--- config.mk ---
export PLATFORM = sky130hd
export DESIGN_NAME = dual_quadrature_odometer_top
export DESIGN_NICKNAME = d
export VERILOG_FILES = /design/src/dqo_pkg.sv /design/src/dqo_lane.sv /design/src/dqo_merge.sv /design/src/dual_quadrature_odometer_top.sv
export SDC_FILE = /design/constraint.sdc
export NUM_CORES = 2
export LEC_CHECK = 0
export BUFFER_PORTS_ARGS = -buffer_cell sky130_fd_sc_hd__buf_2
export CAP_MARGIN = 40
export CORE_MARGIN = 5
export CORE_UTILIZATION = 50
export CTS_CLUSTER_SIZE = 10
export DETAILED_ROUTE_END_ITERATION = 8
export PLACE_DENSITY = 0.76
export SLEW_MARGIN = 20
export SYNTH_ARGS = -nofsm -noshare
export SYNTH_HDL_FRONTEND = slang
export SYNTH_SLANG_ARGS = --single-unit
export TNS_END_PERCENT = 20
--- constraint.sdc ---
create_clock -name clk -period 28.7 [get_ports clk]
set_input_delay 5.74 -clock clk [delete_from_list [all_inputs] [get_ports clk]]
set_output_delay 5.74 -clock clk [all_outputs]
set_load 0.01 [all_outputs]
--- src/dqo_pkg.sv ---
// dqo_pkg: shared types and constants of the dual quadrature odometer
// request codes, lane control bundle and field widths
// no dependencies
package dqo_pkg;

  // default decoded count width
  localparam int COUNT_WIDTH_DEF = 32;

  // widths of the reported fields
  localparam int POS_W  = 32;
  localparam int SUM_W  = 33;
  localparam int DIST_W = 34;

  // packed stream widths
  localparam int IN_DATA_W  = 72;
  localparam int IN_USER_W  = 2;
  localparam int OUT_DATA_W = 264;

  // request kinds carried on the input tuser
  typedef enum logic [1:0] {
    REQ_SAMPLE = 2'd0,
    REQ_TICK   = 2'd1,
    REQ_LOAD   = 2'd2,
    REQ_CLEAR  = 2'd3
  } dqo_req_t;

  // per-transfer control toward each wheel lane
  typedef struct packed {
    logic sample;
    logic tick;
    logic clear;
  } dqo_lane_ctl_t;

endpackage

--- src/dqo_lane.sv ---
// dqo_lane: x4 quadrature decoder and tick sampler for one wheel
// holds the previous pin levels, the count and the count at the last tick
// depends on dqo_pkg
module dqo_lane #(
  parameter int CW     = dqo_pkg::COUNT_WIDTH_DEF,
  parameter bit MIRROR = 1'b0
) (
  input  logic                  clk,
  input  logic                  rst,
  input  logic                  advance,
  input  dqo_pkg::dqo_lane_ctl_t ctl,
  input  logic [1:0]            pins,     // bit1 = A, bit0 = B
  output logic [CW-1:0]         pos,
  output logic [CW-1:0]         sampled,
  output logic [CW-1:0]         delta,
  output logic                  err
);

  logic [1:0]    pins_prev;
  logic [CW-1:0] count;
  logic [CW-1:0] count_at_tick;

  logic [1:0]    chg;
  logic          pin_a;
  logic          pin_b;
  logic          up;
  logic          both_changed;
  logic [CW-1:0] count_step;
  logic [CW-1:0] count_next;
  logic [CW-1:0] sampled_next;

  // direction of a single pin change
  always_comb begin
    chg          = pins_prev ^ pins;
    pin_a        = pins[1];
    pin_b        = pins[0];
    both_changed = (chg == 2'b11);
    if (chg == 2'b10) begin
      up = MIRROR ? (pin_a != pin_b) : (pin_a == pin_b);
    end else begin
      up = MIRROR ? (pin_a == pin_b) : (pin_a != pin_b);
    end
    if (chg == 2'b00 || both_changed) begin
      count_step = count;
    end else if (up) begin
      count_step = count + CW'(1);
    end else begin
      count_step = count - CW'(1);
    end
  end

  // state after this transfer
  always_comb begin
    count_next   = count;
    sampled_next = count_at_tick;
    if (ctl.sample) begin
      count_next = count_step;
    end
    if (ctl.tick) begin
      sampled_next = count;
    end
    if (ctl.clear) begin
      count_next   = '0;
      sampled_next = '0;
    end
  end

  // wheel state, changed only by accepted sample, tick and clear transfers
  always_ff @(posedge clk) begin
    if (rst) begin
      pins_prev     <= 2'b00;
      count         <= '0;
      count_at_tick <= '0;
    end else begin
      if (ctl.sample) begin
        pins_prev <= pins;
      end
      count         <= count_next;
      count_at_tick <= sampled_next;
    end
  end

  // first pipeline stage toward the merge
  always_ff @(posedge clk) begin
    if (advance) begin
      pos     <= count_next;
      sampled <= sampled_next;
      delta   <= ctl.tick ? (count - count_at_tick) : '0;
      err     <= ctl.sample && both_changed;
    end
  end

endmodule

--- src/dqo_merge.sv ---
// dqo_merge: combines both wheel lanes into the odometry result
// keeps the remaining forward and rotation distances, registers the result
// depends on dqo_pkg
module dqo_merge #(
  parameter int CW = dqo_pkg::COUNT_WIDTH_DEF
) (
  input  logic                          clk,
  input  logic                          rst,
  input  logic                          advance,
  input  logic                          in_valid,
  input  dqo_pkg::dqo_req_t             req,
  input  logic [dqo_pkg::DIST_W-1:0]    target_x_half,
  input  logic [dqo_pkg::DIST_W-1:0]    target_w,
  input  logic [CW-1:0]                 l_pos,
  input  logic [CW-1:0]                 r_pos,
  input  logic [CW-1:0]                 l_sampled,
  input  logic [CW-1:0]                 r_sampled,
  input  logic [CW-1:0]                 l_delta,
  input  logic [CW-1:0]                 r_delta,
  input  logic                          l_err,
  input  logic                          r_err,
  output logic [dqo_pkg::POS_W-1:0]     left_position,
  output logic [dqo_pkg::POS_W-1:0]     right_position,
  output logic [dqo_pkg::POS_W-1:0]     left_delta,
  output logic [dqo_pkg::POS_W-1:0]     right_delta,
  output logic [dqo_pkg::SUM_W-1:0]     forward_sum,
  output logic [dqo_pkg::SUM_W-1:0]     rotation_count,
  output logic [dqo_pkg::DIST_W-1:0]    remaining_x_half,
  output logic [dqo_pkg::DIST_W-1:0]    remaining_w,
  output logic                          pin_error
);

  localparam int PW = dqo_pkg::POS_W;
  localparam int SW = dqo_pkg::SUM_W;
  localparam int DW = dqo_pkg::DIST_W;

  logic [DW-1:0] rem_fwd;
  logic [DW-1:0] rem_rot;
  logic [DW-1:0] rem_fwd_next;
  logic [DW-1:0] rem_rot_next;
  logic [DW-1:0] l_delta_x;
  logic [DW-1:0] r_delta_x;

  // sign-extended deltas for the distance update
  assign l_delta_x = DW'(signed'(l_delta));
  assign r_delta_x = DW'(signed'(r_delta));

  // remaining distances after this transfer
  always_comb begin
    rem_fwd_next = rem_fwd;
    rem_rot_next = rem_rot;
    case (req)
      dqo_pkg::REQ_SAMPLE: begin
      end
      dqo_pkg::REQ_TICK: begin
        rem_fwd_next = rem_fwd - (l_delta_x + r_delta_x);
        rem_rot_next = rem_rot - (r_delta_x - l_delta_x);
      end
      dqo_pkg::REQ_LOAD: begin
        rem_fwd_next = target_x_half;
        rem_rot_next = target_w;
      end
      dqo_pkg::REQ_CLEAR: begin
        rem_fwd_next = '0;
        rem_rot_next = '0;
      end
      default: begin
      end
    endcase
  end

  // distance state
  always_ff @(posedge clk) begin
    if (rst) begin
      rem_fwd <= '0;
      rem_rot <= '0;
    end else if (advance && in_valid) begin
      rem_fwd <= rem_fwd_next;
      rem_rot <= rem_rot_next;
    end
  end

  // result register
  always_ff @(posedge clk) begin
    if (advance && in_valid) begin
      left_position    <= PW'(signed'(l_pos));
      right_position   <= PW'(signed'(r_pos));
      left_delta       <= PW'(signed'(l_delta));
      right_delta      <= PW'(signed'(r_delta));
      forward_sum      <= SW'(signed'(l_sampled)) + SW'(signed'(r_sampled));
      rotation_count   <= SW'(signed'(r_sampled)) - SW'(signed'(l_sampled));
      remaining_x_half <= rem_fwd_next;
      remaining_w      <= rem_rot_next;
      pin_error        <= l_err | r_err;
    end
  end

endmodule

--- src/dual_quadrature_odometer_top.sv ---
// Path: lane and stage-A registers, then the merge result register (m_tvalid).
// Throughput: one item per cycle unless stalled; counts change on sample/clear.
// Stalls: the whole two-stage pipeline holds while a result waits on m_tready.
// Reset: synchronous, active high; clears counts, pin history and distances.
// Holds the two wheel lanes and the merge stage; depends on dqo_pkg,
// dqo_lane and dqo_merge.
module dual_quadrature_odometer_top #(
  parameter int COUNT_WIDTH = dqo_pkg::COUNT_WIDTH_DEF
) (
  input  logic                            clk,
  input  logic                            rst,
  input  logic                            s_tvalid,
  output logic                            s_tready,
  // left_a, left_b, right_a, right_b, target_x_half, target_w
  input  logic [dqo_pkg::IN_DATA_W-1:0]   s_tdata,
  // req_type
  input  logic [dqo_pkg::IN_USER_W-1:0]   s_tuser,
  output logic                            m_tvalid,
  input  logic                            m_tready,
  // left_position, right_position, left_delta, right_delta, forward_sum,
  // rotation_count, remaining_x_half, remaining_w, pin_error, zero pad
  output logic [dqo_pkg::OUT_DATA_W-1:0]  m_tdata
);

  localparam int DW = dqo_pkg::DIST_W;

  logic                   advance;
  logic                   accept;
  dqo_pkg::dqo_req_t      req;
  dqo_pkg::dqo_lane_ctl_t lane_ctl;

  logic                   a_valid;
  dqo_pkg::dqo_req_t      a_req;
  logic [DW-1:0]          a_tx;
  logic [DW-1:0]          a_tw;

  logic [COUNT_WIDTH-1:0] l_pos, r_pos, l_samp, r_samp, l_dlt, r_dlt;
  logic                   l_err, r_err;

  logic [dqo_pkg::POS_W-1:0]  left_position, right_position;
  logic [dqo_pkg::POS_W-1:0]  left_delta, right_delta;
  logic [dqo_pkg::SUM_W-1:0]  forward_sum, rotation_count;
  logic [DW-1:0]              remaining_x_half, remaining_w;
  logic                       pin_error;

  // pipeline moves when the result register is free or being drained
  assign advance  = !m_tvalid || m_tready;
  assign s_tready = advance;
  assign accept   = s_tvalid && advance;
  assign req      = dqo_pkg::dqo_req_t'(s_tuser);

  // lane control per request kind
  always_comb begin
    lane_ctl.sample = accept && (req == dqo_pkg::REQ_SAMPLE);
    lane_ctl.tick   = accept && (req == dqo_pkg::REQ_TICK);
    lane_ctl.clear  = accept && (req == dqo_pkg::REQ_CLEAR);
  end

  // stage valid flags
  always_ff @(posedge clk) begin
    if (rst) begin
      a_valid  <= 1'b0;
      m_tvalid <= 1'b0;
    end else if (advance) begin
      a_valid  <= accept;
      m_tvalid <= a_valid;
    end
  end

  // first stage payload for the merge
  always_ff @(posedge clk) begin
    if (advance) begin
      a_req <= req;
      a_tx  <= s_tdata[37:4];
      a_tw  <= s_tdata[71:38];
    end
  end

  // left wheel lane
  dqo_lane #(
    .CW     (COUNT_WIDTH),
    .MIRROR (1'b0)
  ) u_left (
    .clk     (clk),
    .rst     (rst),
    .advance (advance),
    .ctl     (lane_ctl),
    .pins    ({s_tdata[0], s_tdata[1]}),
    .pos     (l_pos),
    .sampled (l_samp),
    .delta   (l_dlt),
    .err     (l_err)
  );

  // right wheel lane, mirrored direction rule
  dqo_lane #(
    .CW     (COUNT_WIDTH),
    .MIRROR (1'b1)
  ) u_right (
    .clk     (clk),
    .rst     (rst),
    .advance (advance),
    .ctl     (lane_ctl),
    .pins    ({s_tdata[2], s_tdata[3]}),
    .pos     (r_pos),
    .sampled (r_samp),
    .delta   (r_dlt),
    .err     (r_err)
  );

  // merge of both lanes
  dqo_merge #(
    .CW (COUNT_WIDTH)
  ) u_merge (
    .clk              (clk),
    .rst              (rst),
    .advance          (advance),
    .in_valid         (a_valid),
    .req              (a_req),
    .target_x_half    (a_tx),
    .target_w         (a_tw),
    .l_pos            (l_pos),
    .r_pos            (r_pos),
    .l_sampled        (l_samp),
    .r_sampled        (r_samp),
    .l_delta          (l_dlt),
    .r_delta          (r_dlt),
    .l_err            (l_err),
    .r_err            (r_err),
    .left_position    (left_position),
    .right_position   (right_position),
    .left_delta       (left_delta),
    .right_delta      (right_delta),
    .forward_sum      (forward_sum),
    .rotation_count   (rotation_count),
    .remaining_x_half (remaining_x_half),
    .remaining_w      (remaining_w),
    .pin_error        (pin_error)
  );

  // result packing, first field in the lowest bits
  assign m_tdata = {1'b0, pin_error, remaining_w, remaining_x_half, rotation_count,
                    forward_sum, right_delta, left_delta, right_position,
                    left_position};

endmodule

==> results.json <==
{
  "status": "complete, no violations",
  "fin_crit_ns": 12.02,
  "crit_path_end_kind": "primary output",
  "wl_per_cell_um": 20.8,
  "peakVddDrop_v": 0.0000450,
  "synthFlopType": "edfxtp_1",
  "final_core_utilization": 0.571,
  "power_mw": 3.14,
  "clock-sinks": 728,
  "design_area_mm2": 0.0469,
  "die_w_um": 298,
  "cellLeakagePower_nw": 19.7,
  "cts_tree": "yes",
  "drt_iter0_drc": 3036,
  "clock_skew_ns": 0.0252,
  "cts_max_path_buffers": 3,
  "synth_cells": 4176,
  "rows": 105,
  "grt_max_degree": 158,
  "die_area_mm2": 0.0887,
  "htreeDepth": 3,
  "max-cap-violations": 0,
  "dp_slack_ns": 16.69,
  "switching_power_uw": 989,
  "fin_crit_sh": 0.419,
  "antennaDiodeCount": 0,
  "syn-cell-area_mm2": 0.0414,
  "internal_power_mw": 2.16,
  "drive_above_1_share": 0.124,
  "clockPowerShare": 0.327,
  "grt_pass1_wl_um": 178000,
  "synth-seq-area-share": 0.479,
  "hold_slack_ns": 0.419,
  "hpwl_um": 87000,
  "synth.net_count": 4584,
  "fin_nets": 4891,
  "rsz0062_at_grt": "false",
  "clockRootBuffer": "clkbuf_16",
  "clock_latency_ns": 0.63,
  "grt_pass1_vias": 30900,
  "grt-ovfl-total": 0,
  "place_area_mm2": 0.0442,
  "synth_warnings": 0,
  "setup_slack_ns": 16.68,
  "ys_ff_latch": 728,
  "crit_arrival_ns": 6.28,
  "chipHeight_um": 298,
  "ctsHoldBuffers": 0,
  "antenna_found_initial": 6,
  "cts_made_buffers": 86,
  "synthArstFlopShare": 0,
  "tns_ns": 0,
  "io-pin-count": 344,
  "seq_area_mm2": 0.0198,
  "synth_edf_count": 526,
  "areaGrowthSynthToFinish_pct": 13.2,
  "sequentialPowerShare": 0.400,
  "core-area_mm2": 0.0821,
  "cts_resized": 0,
  "drt.antenna.violating_nets": 0,
  "grt.total_usage": 0.252,
  "fill_cells": 7107,
  "drv_slew": 0,
  "fmax_mhz": 83.2,
  "max_slew_margin": 0.374,
  "syn_avg_cell_area_um2": 9.92,
  "instances_no_fill": 5622,
  "power_per_cell_area_mw_per_mm2": 67.1,
  "critPathMaxFanout": 2,
  "routabilityCongestion": 0.940,
  "p_sw_frac": 0.315,
  "initial_utilization": 0.505,
  "vias": 32500,
  "drc_errors": 0,
  "multi_input_area_mm2": 0.0200,
  "required_ns": 22.96,
  "postCtsSetupBuffers": 0,
  "ys_types": 98,
  "path_class": "input port to primary output",
  "drtPass1Iterations": 6,
  "via_per_inst": 5.78,
  "critPathLaunchType": "input port",
  "tightest_slew_ns": 0.939,
  "cts.reportedPaths.clkPinSlew_ns": 0.05,
  "wl_um": 117000,
  "dp_cells": 5462,
  "power_frac_comb": 0.273,
  "port_buffers": 342,
  "min_path_type": "flip-flop to flip-flop",
  "finalSetupViolations": 0,
  "hold_viol": 0
}
-- cells by family after synthesis --
| group | Yosys count | share of synthesized area |
|---|---|---|
| simple gates | 1254 | 0.139 |
| buf+inv | 432 | 0.0402 |
| other cells | 1 | 0.0000905 |
| fa+ha+maj | 330 | 0.101 |
| compound gates | 1106 | 0.170 |
| flops | 728 | 0.479 |
| xor+xnor | 261 | 0.0552 |
| mux | 64 | 0.0156 |
-- Yosys cell counts (all sizes together), types with 10 or more instances --
cell      n  area (um^2)
nor3    111          556
ha      320         4000
nand4    25          156
or3      22          138
o21a     56          420
a21o    106          796
inv     270         1010
fa       10          200
clkbuf  129          484
dfxtp   202         4040
o31ai    21          176
nor2    381         1440
a211oi   40          315
a311oi   11          103
nand3    50          250
o21bai   42          327
a22oi    12         90.1
buf      32          164
xnor2   201         1760
nand2   401         1510
a211o    15          131
nor4     13         87.6
o211ai   25          203
and3     24          151
and2    103          644
a31oi    38          238
a21oi   355         1800
or2      22          138
nor2b    31          194
nor3b    13         97.6
o21ai   273         1370
nand2b   44          275
xor2     60          526
mux2i    59          591
a21boi   11         82.6
a221oi   16          146
edfxtp  526        15800
-- sequential cells by signal, indices dropped and copies added (netlist names), 33 cells and up --
signal                    count
u_merge.rem_rot              34
u_merge.rotation_count       33
a_tw                         34
u_merge.remaining_x_half     34
u_merge.remaining_w          34
u_merge.rem_fwd              34
a_tx                         34
-- final cells by class --
class,instances,area share
Clock buffer,145,0.0528
Multi-Input combinational cell,3016,0.426
Timing Repair Buffer,380,0.0446
Sequential cell,728,0.423
Tap cell,1070,0.0286
Inverter,271,0.0219
Clock inverter,12,0.00286
-- final timing paths --
| check | depth (start not counted) | startpoint | slack, ns | to |
|---|---|---|---|---|
| worst max-delay path | 3 | m_tready | 16.68 | s_tready |
| worst min-delay path | 0 | u_left.pos[1] | 0.42 | u_merge.left_position[1] |
| worst max register to register | 20 | u_right.delta[2] | 22.79 | u_merge.remaining_w[33] |
| worst min register to register | 0 | u_left.pos[1] | 0.42 | u_merge.left_position[1] |
-- placed cells by master, fill, tap and decap left out, types with 22 or more instances in the layout --
master	count
ha_1	320
mux2i_1	59
a31oi_1	38
nand2_1	399
o21bai_1	41
nor3_1	111
dfxtp_1	202
o211ai_1	22
xor2_1	60
a211oi_1	37
inv_1	264
nor2b_1	30
edfxtp_1	526
buf_4	31
or3_1	22
nand4_1	25
o21a_1	56
a21oi_1	349
nor2_1	379
and2_1	103
clkbuf_1	52
clkbuf_16	89
buf_2	342
nand3_1	49
o21ai_1	47
o21ai_0	225
and3_1	23
a21o_1	106
xnor2_1	199
nand2b_1	43
-- critical path, stage by stage --
cell and delay (ns):
buf_2 0.10, nand2b_4 0.23, buf_2 0.19
-- routing by layer --
layer / vias up / GRT usage / part of all wire
met2: 1160 / 0.418 / 0.47
met1: 15500 / 0.338 / 0.42
met4: 6 / 0.0888 / 0.038
met5: - / 0 / 0.00040
li1: 15600 / - / -
met3: 212 / 0.0411 / 0.077
-- power by group through the flow --
stage	Combinational (mW)	Clock, mW	Sequential, mW
floorplan	0.617	0	1.28
global placement	0.832	0	1.28
detailed placement	0.843	0	1.28
CTS	0.848	1.05	1.26
global route	0.942	1.09	1.26
finish	0.857	1.03	1.26
Note: power is estimated with default switching activity, not from simulation.
